==> src/prtt_pkg.sv <==
`timescale 1ns / 1ps
`default_nettype none

package prtt_pkg;

  // Field and register widths.
  localparam int unsigned SeqW   = 16;
  localparam int unsigned TimeW  = 32;
  localparam int unsigned CfgW   = 16;
  localparam int unsigned CfgIdxW = 2;
  localparam int unsigned SumW   = 64;

  // The average divider retires one quotient bit per cycle.
  localparam int unsigned DivSteps = SumW;
  localparam int unsigned DivCntW  = $clog2(DivSteps);

  // Register reset values.
  localparam logic [CfgW-1:0] IntervalRst = 16'd1000;
  localparam logic [CfgW-1:0] TimeoutRst  = 16'd200;

  // Register indexes on the configuration port.
  localparam logic [CfgIdxW-1:0] CfgPingInterval = 2'd0;
  localparam logic [CfgIdxW-1:0] CfgReplyTimeout = 2'd1;

  // Sequencer states.
  typedef enum logic [2:0] {
    ST_IDLE,
    ST_EVAL,
    ST_STAT,
    ST_LAUNCH,
    ST_DIV,
    ST_WB
  } state_e;

  // One tick item.
  typedef struct packed {
    logic            pong_valid;
    logic [SeqW-1:0] pong_seq;
  } in_item_t;

  // One result item.
  typedef struct packed {
    logic             ping_sent;
    logic [SeqW-1:0]  ping_seq_out;
    logic             pong_matched;
    logic [TimeW-1:0] rtt_ms;
    logic             timed_out;
    logic [TimeW-1:0] rtt_min_ms;
    logic [TimeW-1:0] rtt_max_ms;
    logic [TimeW-1:0] rtt_avg_ms;
    logic [TimeW-1:0] reply_total;
    logic [TimeW-1:0] lost_total;
  } out_item_t;

endpackage

`default_nettype wire

==> src/prtt_div.sv <==
`timescale 1ns / 1ps
`default_nettype none

module prtt_div (
  input  wire logic                          clk_i,
  input  wire logic                          rst_ni,
  input  wire logic                          start_i,
  input  wire logic [prtt_pkg::SumW-1:0]     dividend_i,
  input  wire logic [prtt_pkg::TimeW-1:0]    divisor_i,
  output logic                               busy_o,
  output logic                               done_o,
  output logic [prtt_pkg::TimeW-1:0]         quot_o
);
  import prtt_pkg::*;

  logic               busy_q;
  logic               done_q;
  logic [DivCntW-1:0] cnt_q;
  logic [SumW-1:0]    nq_q;
  logic [TimeW-1:0]   rem_q;
  logic [TimeW-1:0]   dvs_q;
  logic [TimeW:0]     rem_sh;
  logic [TimeW:0]     rem_sub;
  logic               q_bit;

  // Restoring step: shift in the next dividend bit and try the subtract.
  assign rem_sh  = {rem_q, nq_q[SumW-1]};
  assign q_bit   = (rem_sh >= {1'b0, dvs_q});
  assign rem_sub = q_bit ? (rem_sh - {1'b0, dvs_q}) : rem_sh;

  // Control: busy while the quotient bits are retired, then a done pulse.
  always_ff @(posedge clk_i or negedge rst_ni) begin
    if (!rst_ni) begin
      busy_q <= 1'b0;
      done_q <= 1'b0;
      cnt_q  <= '0;
    end else begin
      done_q <= 1'b0;
      if (start_i) begin
        busy_q <= 1'b1;
        cnt_q  <= '0;
      end else if (busy_q) begin
        cnt_q <= cnt_q + 1'b1;
        if (cnt_q == DivCntW'(DivSteps - 1)) begin
          busy_q <= 1'b0;
          done_q <= 1'b1;
        end
      end
    end
  end

  // Datapath: the dividend register fills with quotient bits from the bottom.
  always_ff @(posedge clk_i) begin
    if (start_i) begin
      nq_q  <= dividend_i;
      rem_q <= '0;
      dvs_q <= divisor_i;
    end else if (busy_q) begin
      nq_q  <= {nq_q[SumW-2:0], q_bit};
      rem_q <= rem_sub[TimeW-1:0];
    end
  end

  assign busy_o = busy_q;
  assign done_o = done_q;
  assign quot_o = nq_q[TimeW-1:0];

`ifndef SYNTH
  a_start_idle : assert property (@(posedge clk_i) disable iff (!rst_ni)
    start_i |-> !busy_q)
    else $error("divider started while busy");
  a_done_after_busy : assert property (@(posedge clk_i) disable iff (!rst_ni)
    done_q |-> $past(busy_q))
    else $error("divider done without a running division");
  a_done_stops : assert property (@(posedge clk_i) disable iff (!rst_ni)
    done_q |-> !busy_q)
    else $error("divider still busy after done");
`endif

endmodule

`default_nettype wire

==> src/ping_rtt_monitor_core.sv <==
`timescale 1ns / 1ps
`default_nettype none

// Ping round-trip monitor. Each input item is one millisecond tick that may
// carry a received pong; each tick yields exactly one result item with the
// ping/pong events of that tick and the running min, max, average, reply and
// loss totals. While at least one reply has been counted, an item passes
// through accept, evaluate, statistics, divider launch, 64 divider steps,
// the divider done pulse and write-back, which loads its result into the
// output register. While the reply count is zero the divider is skipped.
// The bit-serial 64-by-32 divider forms the average one quotient bit per
// cycle. Write-back waits while an earlier result is still stalled in the
// output register. A new item is taken once the previous result sits in
// the output register, even if it is still stalled.
// The two interval and timeout registers may be written at any time the
// block is idle.
module ping_rtt_monitor_core (
  input  wire logic                            clk_i,
  input  wire logic                            rst_ni,
  input  wire logic                            cfg_we_i,
  input  wire logic [prtt_pkg::CfgIdxW-1:0]    cfg_idx_i,
  input  wire logic [prtt_pkg::CfgW-1:0]       cfg_data_i,
  input  wire logic                            in_valid_i,
  output logic                                 in_stall_o,
  input  wire prtt_pkg::in_item_t              in_item_i,
  output logic                                 out_valid_o,
  input  wire logic                            out_stall_i,
  output prtt_pkg::out_item_t                  out_item_o
);
  import prtt_pkg::*;

  state_e state_q, state_d;

  // Configuration registers.
  logic [CfgW-1:0] interval_q;
  logic [CfgW-1:0] timeout_q;

  // Probe state.
  logic [TimeW-1:0] tick_q;
  logic [SeqW-1:0]  seq_q;
  logic [TimeW-1:0] sent_at_q;
  logic             await_q;
  logic [TimeW-1:0] min_q;
  logic [TimeW-1:0] max_q;
  logic [SumW-1:0]  sum_q;
  logic [TimeW-1:0] reply_cnt_q;
  logic [TimeW-1:0] lost_cnt_q;

  // Per-item working registers.
  logic             pv_q;
  logic [SeqW-1:0]  pseq_q;
  logic [TimeW-1:0] elap_q;
  logic             matched_q;
  logic             sent_q;
  logic             lost_q;
  logic [TimeW-1:0] rtt_q;
  logic [TimeW-1:0] avg_q;

  // Output register.
  logic      out_valid_q;
  out_item_t out_item_q;

  // Sequencer decodes.
  logic accept;
  logic div_start;
  logic wb_load;
  logic div_busy;
  logic div_done;
  logic [TimeW-1:0] div_quot;

  // Tick decisions; the send and loss checks use the elapsed time latched at acceptance.
  logic match_w;
  logic wait_left;
  logic send_w;
  logic lost_w;

  assign match_w   = pv_q && await_q && (pseq_q == seq_q);
  assign wait_left = await_q && !match_w;
  assign send_w    = !wait_left && (elap_q >= {{(TimeW-CfgW){1'b0}}, interval_q});
  assign lost_w    = wait_left && (elap_q > {{(TimeW-CfgW){1'b0}}, timeout_q});

  // State register.
  always_ff @(posedge clk_i or negedge rst_ni) begin
    if (!rst_ni) begin
      state_q <= ST_IDLE;
    end else begin
      state_q <= state_d;
    end
  end

  // Next state and sequencer strobes.
  always_comb begin
    state_d    = state_q;
    in_stall_o = 1'b1;
    accept     = 1'b0;
    div_start  = 1'b0;
    wb_load    = 1'b0;
    case (state_q)
      ST_IDLE: begin
        in_stall_o = 1'b0;
        if (in_valid_i) begin
          accept  = 1'b1;
          state_d = ST_EVAL;
        end
      end
      ST_EVAL: begin
        state_d = ST_STAT;
      end
      ST_STAT: begin
        state_d = ST_LAUNCH;
      end
      ST_LAUNCH: begin
        if (reply_cnt_q != '0) begin
          div_start = 1'b1;
          state_d   = ST_DIV;
        end else begin
          state_d = ST_WB;
        end
      end
      ST_DIV: begin
        if (div_done) begin
          state_d = ST_WB;
        end
      end
      ST_WB: begin
        if (!out_valid_q || !out_stall_i) begin
          wb_load = 1'b1;
          state_d = ST_IDLE;
        end
      end
      default: begin
        state_d = ST_IDLE;
      end
    endcase
  end

  // Configuration writes; indexes past the register list are ignored.
  always_ff @(posedge clk_i or negedge rst_ni) begin
    if (!rst_ni) begin
      interval_q <= IntervalRst;
      timeout_q  <= TimeoutRst;
    end else if (cfg_we_i) begin
      case (cfg_idx_i)
        CfgPingInterval: interval_q <= cfg_data_i;
        CfgReplyTimeout: timeout_q  <= cfg_data_i;
        default: ;
      endcase
    end
  end

  // Probe state updates in the evaluate and statistics states.
  always_ff @(posedge clk_i or negedge rst_ni) begin
    if (!rst_ni) begin
      tick_q      <= '0;
      seq_q       <= '0;
      sent_at_q   <= '0;
      await_q     <= 1'b0;
      min_q       <= '1;
      max_q       <= '0;
      sum_q       <= '0;
      reply_cnt_q <= '0;
      lost_cnt_q  <= '0;
    end else begin
      if (state_q == ST_EVAL) begin
        tick_q  <= tick_q + 1'b1;
        await_q <= send_w || (wait_left && !lost_w);
        if (match_w || lost_w) begin
          seq_q <= seq_q + 1'b1;
        end
        if (send_w) begin
          sent_at_q <= tick_q;
        end else if (lost_w) begin
          sent_at_q <= tick_q - {{(TimeW-CfgW){1'b0}}, interval_q};
        end
        if (match_w) begin
          reply_cnt_q <= reply_cnt_q + 1'b1;
        end
        if (lost_w) begin
          lost_cnt_q <= lost_cnt_q + 1'b1;
        end
      end
      if (state_q == ST_STAT && matched_q) begin
        if (rtt_q < min_q) begin
          min_q <= rtt_q;
        end
        if (rtt_q > max_q) begin
          max_q <= rtt_q;
        end
        sum_q <= sum_q + {{(SumW-TimeW){1'b0}}, rtt_q};
      end
    end
  end

  // Per-item working registers.
  always_ff @(posedge clk_i) begin
    if (accept) begin
      pv_q   <= in_item_i.pong_valid;
      pseq_q <= in_item_i.pong_seq;
      elap_q <= tick_q - sent_at_q;
    end
    if (state_q == ST_EVAL) begin
      matched_q <= match_w;
      sent_q    <= send_w;
      lost_q    <= lost_w;
      rtt_q     <= match_w ? elap_q : '0;
    end
    if (state_q == ST_LAUNCH) begin
      avg_q <= '0;
    end else if (state_q == ST_DIV && div_done) begin
      avg_q <= div_quot;
    end
  end

  // Iterative divider for the running average.
  prtt_div u_div (
    .clk_i      (clk_i),
    .rst_ni     (rst_ni),
    .start_i    (div_start),
    .dividend_i (sum_q),
    .divisor_i  (reply_cnt_q),
    .busy_o     (div_busy),
    .done_o     (div_done),
    .quot_o     (div_quot)
  );

  // Output register; it frees the input side while a result waits.
  always_ff @(posedge clk_i or negedge rst_ni) begin
    if (!rst_ni) begin
      out_valid_q <= 1'b0;
    end else if (wb_load) begin
      out_valid_q <= 1'b1;
    end else if (!out_stall_i) begin
      out_valid_q <= 1'b0;
    end
  end

  always_ff @(posedge clk_i) begin
    if (wb_load) begin
      out_item_q.ping_sent    <= sent_q;
      out_item_q.ping_seq_out <= seq_q;
      out_item_q.pong_matched <= matched_q;
      out_item_q.rtt_ms       <= rtt_q;
      out_item_q.timed_out    <= lost_q;
      out_item_q.rtt_min_ms   <= min_q;
      out_item_q.rtt_max_ms   <= max_q;
      out_item_q.rtt_avg_ms   <= avg_q;
      out_item_q.reply_total  <= reply_cnt_q;
      out_item_q.lost_total   <= lost_cnt_q;
    end
  end

  assign out_valid_o = out_valid_q;
  assign out_item_o  = out_item_q;

`ifndef SYNTH
  a_div_only_in_div : assert property (@(posedge clk_i) disable iff (!rst_ni)
    div_busy |-> (state_q == ST_DIV))
    else $error("divider running outside the divide step");
  a_events_exclusive : assert property (@(posedge clk_i) disable iff (!rst_ni)
    out_valid_q |-> !(out_item_q.timed_out && (out_item_q.ping_sent ||
                                               out_item_q.pong_matched)))
    else $error("timeout reported together with a send or a match");
  a_rtt_only_on_match : assert property (@(posedge clk_i) disable iff (!rst_ni)
    (out_valid_q && !out_item_q.pong_matched) |-> (out_item_q.rtt_ms == '0))
    else $error("round-trip time reported without a matched pong");
  a_one_item_at_once : assert property (@(posedge clk_i) disable iff (!rst_ni)
    accept |=> (state_q == ST_EVAL))
    else $error("accepted item did not enter evaluation");
`endif

endmodule

`default_nettype wire

==> config.mk <==
export PLATFORM = sky130hd
export DESIGN_NAME = ping_rtt_monitor_core
export DESIGN_NICKNAME = d
export VERILOG_FILES = /design/src/prtt_pkg.sv /design/src/prtt_div.sv /design/src/ping_rtt_monitor_core.sv
export SDC_FILE = /design/constraint.sdc
export NUM_CORES = 1
export LEC_CHECK = 0
export BUFFER_PORTS_ARGS = -buffer_cell sky130_fd_sc_hd__buf_2
export CAP_MARGIN = 5
export CORE_MARGIN = 8
export CORE_UTILIZATION = 50
export DETAILED_ROUTE_END_ITERATION = 8
export PLACE_DENSITY = 0.65
export SYNTH_ARGS = -nofsm -noshare
export SYNTH_HDL_FRONTEND = slang
export SYNTH_SLANG_ARGS = --single-unit
export TNS_END_PERCENT = 20
==> constraint.sdc <==
create_clock -name clk_i -period 15.7 [get_ports clk_i]
set_input_delay 0.785 -clock clk_i [delete_from_list [all_inputs] [get_ports clk_i]]
set_output_delay 0.785 -clock clk_i [all_outputs]
set_load 0.03 [all_outputs]
== Yosys cells after proc, flatten, opt, wreduce, memory -nomap -nowiden ==
Index checks and enable logic that the tools add are counted.

* Logic and storage cells: 120
* Bits in registers: 772
* Output and inout bits: 213

* Add/subtract/negate cells: 9
* Eq/ne operators: 12
* Reductions and logical operators: 30
* $lt $le $gt $ge: 5
* Multiplexer cells: 27

{| class="wikitable"
|+ Operator list
! cell !! count
|-
| two-way mux 64 bit || 2
|-
| adder 32 x 1 -> 32 bit (second input constant) || 3
|-
| two-way mux 32 bit || 3
|-
| adder 64 x 32 -> 64 bit || 1
|-
| subtractor 32 bit || 2
|-
| greater-or-equal comparator 33 x 32 -> 1 bit || 1
|-
| greater-or-equal comparator 32 x 16 -> 1 bit || 1
|-
| > comparator 32 x 16 -> 1 bit || 1
|-
| > comparator 32 bit || 1
|-
| < comparator 32 bit || 1
|-
| nonzero test 32 bit || 1
|-
| subtractor 32 x 16 -> 32 bit || 1
|-
| one-hot mux 3 bit (6 select lines) || 1
|-
| adder 16 x 1 -> 16 bit (second input constant) || 1
|-
| equality test 16 bit || 1
|-
| two-way mux 1 bit || 16
|-
| AND reduction 2 bit || 8
|-
| two-way mux 6 bit || 2
|-
| two-way mux 3 bit || 3
|-
| logical AND 1 bit || 8
|-
| adder 6 x 1 -> 6 bit (second input constant) || 1
|-
| equality test 3 x 2 -> 1 bit (second input constant) || 2
|-
| equality test 3 bit (second input constant) || 2
|-
| equality test 6 bit (second input constant) || 1
|-
| other kinds (10) || 19
|}

== Depth between registers and ports, before layout ==
* Word-level depth: 8
* Depth in mapped cells: 14

== By module ==
From an unflattened synthesis, not the netlist that was laid out.

* Cell total of the unflattened synthesis: 3,447
* Area, all modules: 38,470.6 µm²

{| class="wikitable"
|+ By module, submodules not included
! module !! cells an instance !! sequential area each (µm²) !! instances !! area each (µm²)
|-
| ping_rtt_monitor_core || 2,758 || 17,282.8 || 1 || 30,925.9
|-
| prtt_div || 689 || 3,723.6 || 1 || 7,544.7
|}

== Least setup slack after synthesis ==
OpenSTA, ideal clock, no wires.

* Path kind: input port to flip-flop
* Start: in out_stall_i
* End: reg out_item_q (netlist bit out_item_o[0]), enable pin
* Required time: 14.848 ns
* Stages on the path: 1
* Data arrival time: 10.925 ns
* Slack: 3.923 ns
* Path buffers: 0
* Path through: a21oi_1

* Cells in the longest elaborated chain, start to end: 4

{| class="wikitable"
|+ Ends and longest elaborated chain
! item !! line !! RTL
|-
| start, declared || ping_rtt_monitor_core.sv:27 || <nowiki>input wire logic out_stall_i,</nowiki>
|-
| zero test 1 bit || -- ||
|-
| logical OR 1 bit || ping_rtt_monitor_core.sv:126 || <nowiki>if (!out_valid_q || !out_stall_i) begin</nowiki>
|-
| two-way mux 1 bit || ping_rtt_monitor_core.sv:126 ||
|-
| two-way mux 1 bit || ping_rtt_monitor_core.sv:98 || <nowiki>case (state_q)</nowiki>
|-
| end, declared || ping_rtt_monitor_core.sv:61 || <nowiki>out_item_t out_item_q;</nowiki>
|}

Every way passes these cells.
A chain may end at the register's enable or synchronous reset.

== Final worst setup path ==
* Start: reg min_q[9]
* End: reg min_q[17]

* Cells in the longest elaborated chain, start to end: 2

{| class="wikitable"
|+ Ends and longest elaborated chain
! item !! line !! RTL
|-
| start, declared || ping_rtt_monitor_core.sv:43 || <nowiki>logic [TimeW-1:0] min_q;</nowiki>
|-
| start signal, assigned || ping_rtt_monitor_core.sv:184 || <nowiki>min_q <= rtt_q;</nowiki>
|-
| < comparator 32 bit || ping_rtt_monitor_core.sv:183 || <nowiki>if (rtt_q < min_q) begin</nowiki>
|-
| AND reduction 2 bit (no source line) || -- ||
|}

Every way passes these cells.

==> summary.txt <==
Setup path
  • Crit path max fanout: 22
  • Required time of the critical path: approximately 16000 ps
  • Crit start category: flip-flop
  • RR Startpoint: min_q[9]$_DFFE_PN1P_
  • Crit end category: flip-flop
  • WS Path Type: flip-flop to flip-flop
  • Worst setup path start: min_q[9]$_DFFE_PN1P_
  • Slowest stage delay, CP: 540 ps
  • Worst EP arrival: between 4000 and 5000 ps
  • Crit path max-delay cell type: dfstp_2
  • Crit path cell chain: inv_1 > ha_1 > a21o_1 > a21o_1 > a211oi_1 > o21ai_0 > a221oi_1 > o311ai_0 > a221oi_1 > o211a_1 > buf_4 > mux2_2

Clock network
  • Post-CTS resize count: 0
  • CTS max path bufs: 3
  • H-tree depth: 3
  • Post-CTS Setup Bufs: 0
  • CTS Sinks: 772
  • Cts bufs inserted: 82
  • Reg clk slew, reported paths: roughly 60 ps
  • Root buffer cell: clkbuf_16
  • CTS tree: yes
  • Clock Latency Late Sink: between 600 and 700 ps
  • CTS Hold Bufs: 0

Global routing
  • GRT Max-Usage Layer: met2
  • Met3 Track Usage GR: 0.0308
  • Global Route met1 Usage: 0.296
  • Met2 GRT Util: 0.349
  • First-pass GRT wire length: between 100 and 150 mm
  • Number of global-route vias before repair: roughly 25000
  • Largest net degree at the start of global routing: 120
  • Remaining global-route overflow: 0
  • GRT Total Usage: 0.214
  • Initial antenna violation count: 0

Synth
  • Top_reg_cell synth: edfxtp_1
  • Number of synthesized register bits: between 700 and 800
  • Area leader, netlist: edfxtp_1
  • Top post-synthesis cells by count: 467 x nand2_1, 391 x edfxtp_1, 276 x dfrtp_1
  • Synth area leaders: edfxtp_1 32%, dfrtp_1 19%, ha_1 7.2%
  • Mapped Nets: 3574
  • Post-synth cell types: between 70 and 80
  • Yosys top cell area share: 0.317
  • Mapped Area: about 0.037 mm^2
  • Ys async rst share: 0.411
  • Post-synth EDFFs: roughly 400
  • Most common cell in the netlist: nand2_1
  • Cell count after synthesis: 3318
  • Syn avg cell area: about 11 um^2
  • Seq/Total Area, Yosys: 0.566
  • Synth Warn #: 0

Floorplanning
  • Die X: between 200 and 300 um
  • DIE AREA: ~0.083 mm^2
  • Initial Util: 0.502
  • Core Box Area: approximately 0.074 mm^2
  • I/O pin count: 253
  • DIE HEIGHT: 288 um
  • Row cnt: 100

Place
  • Post-DP Area: roughly 0.039 mm^2
  • Final RePlAce weighted congestion: approximately 0.91
  • Setup slack after placement: between 10000 and 15000 ps
  • Hpwl dp: 64.5 mm
  • Total placed cells including tap cells: between 4000 and 5000
  • Port Buffer Count: around 250

Cells and area
  • Share of post-route cells with drive strength above 1: 0.154
  • Fill cells: about 6300
  • Post-Layout Inst Area: ~0.042 mm^2
  • Register area: 0.0210 mm^2
  • Area Growth Syn to Fin: 13.6%
  • Multi-input gate area: between 0.01 and 0.015 mm^2
  • Non-Filler Instances: roughly 4600
  • Final #Nets: 3832

Timing
  • Clock skew: between 20 and 30 ps
  • Max Clk Rate: around 250 MHz
  • Final period util: 0.258
  • Final Max Tran Viols: 0
  • Final Critical Period: 4040 ps
  • PnR worst setup slack: about 12000 ps
  • Endpoints failing hold: 0
  • RSZ-0062 raised after global routing: false
  • Slew @ Worst Pin: between 1000 and 1500 ps
  • Setup violators final: 0
  • Relative slew slack: 0.227
  • Fin Setup TNS: 0 ps

Routing
  • DRT Wirelength: between 80 and 90 mm
  • Drt drc: 0
  • Total number of vias: approximately 25000
  • Starting DRT DRC Count: 1672
  • Routed WL per cell: 19.4 um
  • DRT Pass-1 Iters: 5
  • Vias per inst: roughly 5.5
  • Final ANT Viol Nets: 0

Worst hold path
  • Worst hold path type: input port to asynchronous set/reset pin

Power and ir drop
  • Leakage Power: approximately 19 nW
  • Peak VDD IR: 0.114 mV
  • PwrDens: 160 mW/mm^2

Job
  • Max-Cap Viols: 0

Status
  • Status: complete, no violations
-- metrics by stage --
step           total power [mW]  hold WS [ps]  utilization
6_report                   6.73           265        0.570
3_3_place_gp               4.82           414        0.533
2_1_floorplan              4.27           400            -
4_1_cts                    6.78           287        0.570
5_1_grt                    7.12           311        0.570
3_5_place_dp               4.84           416        0.533
-- kinds of logic after synthesis --
family | share of synthesized area
compound gates | 0.101
xor+xnor | 0.0612
fa+ha+maj | 0.0737
buf+inv | 0.0314
flops | 0.566
mux | 0.0322
simple gates | 0.134
-- registers in the layout (all words and copies together) (netlist names), 32 cells and up --
signal and cells:
out_item_o 211, sum_q 64, u_div.nq_q 64, avg_q 32, elap_q 32, lost_cnt_q 32, max_q 32, min_q 32
reply_cnt_q 32, rtt_q 32, sent_at_q 32, tick_q 32, u_div.dvs_q 32, u_div.rem_q 32
-- cells in the final DEF, fill, tap and decap left out, drive strengths merged, types with 81 or more instances in the layout --
cell    count
a21oi     186
buf       276
clkbuf    120
dfrtp     276
edfxtp    391
ha        212
inv       208
mux2       91
nand2     468
nand3      81
nor2      190
o21ai     131
xnor2     163
xor2       96
-- per-layer routing --
layer  vias to the layer above  share of wire
li1                      12321              -
met1                     12372           0.46
met2                       538           0.47
met3                       145          0.043
met4                         0          0.029
met5                         -              0
-- critical path, delay by kind of cell, from the launching register on --
family / cells / cell delay (ps)
adders and majority gates: 1 / 290
muxes: 1 / 390
AOI/OAI and AO/OA: 8 / 2260
buffers and inverters: 2 / 470
DFF: 1 / 540
-- area by class of cell --
type	count	area share
tap	969	0.0288
sequential	772	0.499
multi-input combinational	2240	0.356
inverter	204	0.0182
clock inverter	34	0.00749
clock buffer	120	0.0562
timing repair buffer	276	0.0345
antenna	1	0.0000594
-- path summary, 6_finish.rpt --
path	end	slack, ps	depth (start not counted)
min in group clk_i	pseq_q[9]$_DFFE_PP_	340	1
min reg2reg	out_item_o[68]$_DFFE_PP_	430	0
max reg2reg	min_q[17]$_DFFE_PN1P_	11660	12
max in group asynchronous	lost_cnt_q[22]$_DFFE_PN0P_	13030	3
min	timeout_q[5]$_DFFE_PN0P_	270	1
max	min_q[17]$_DFFE_PN1P_	11660	12
-- where the power goes --
group | total (mW) | switching (mW) | internal, mW
clock network | 1.91 | 0.797 | 1.12
logic | 1.92 | 1.17 | 0.748
registers | 2.90 | 0.319 | 2.58
(Power assumes the default switching activity.)
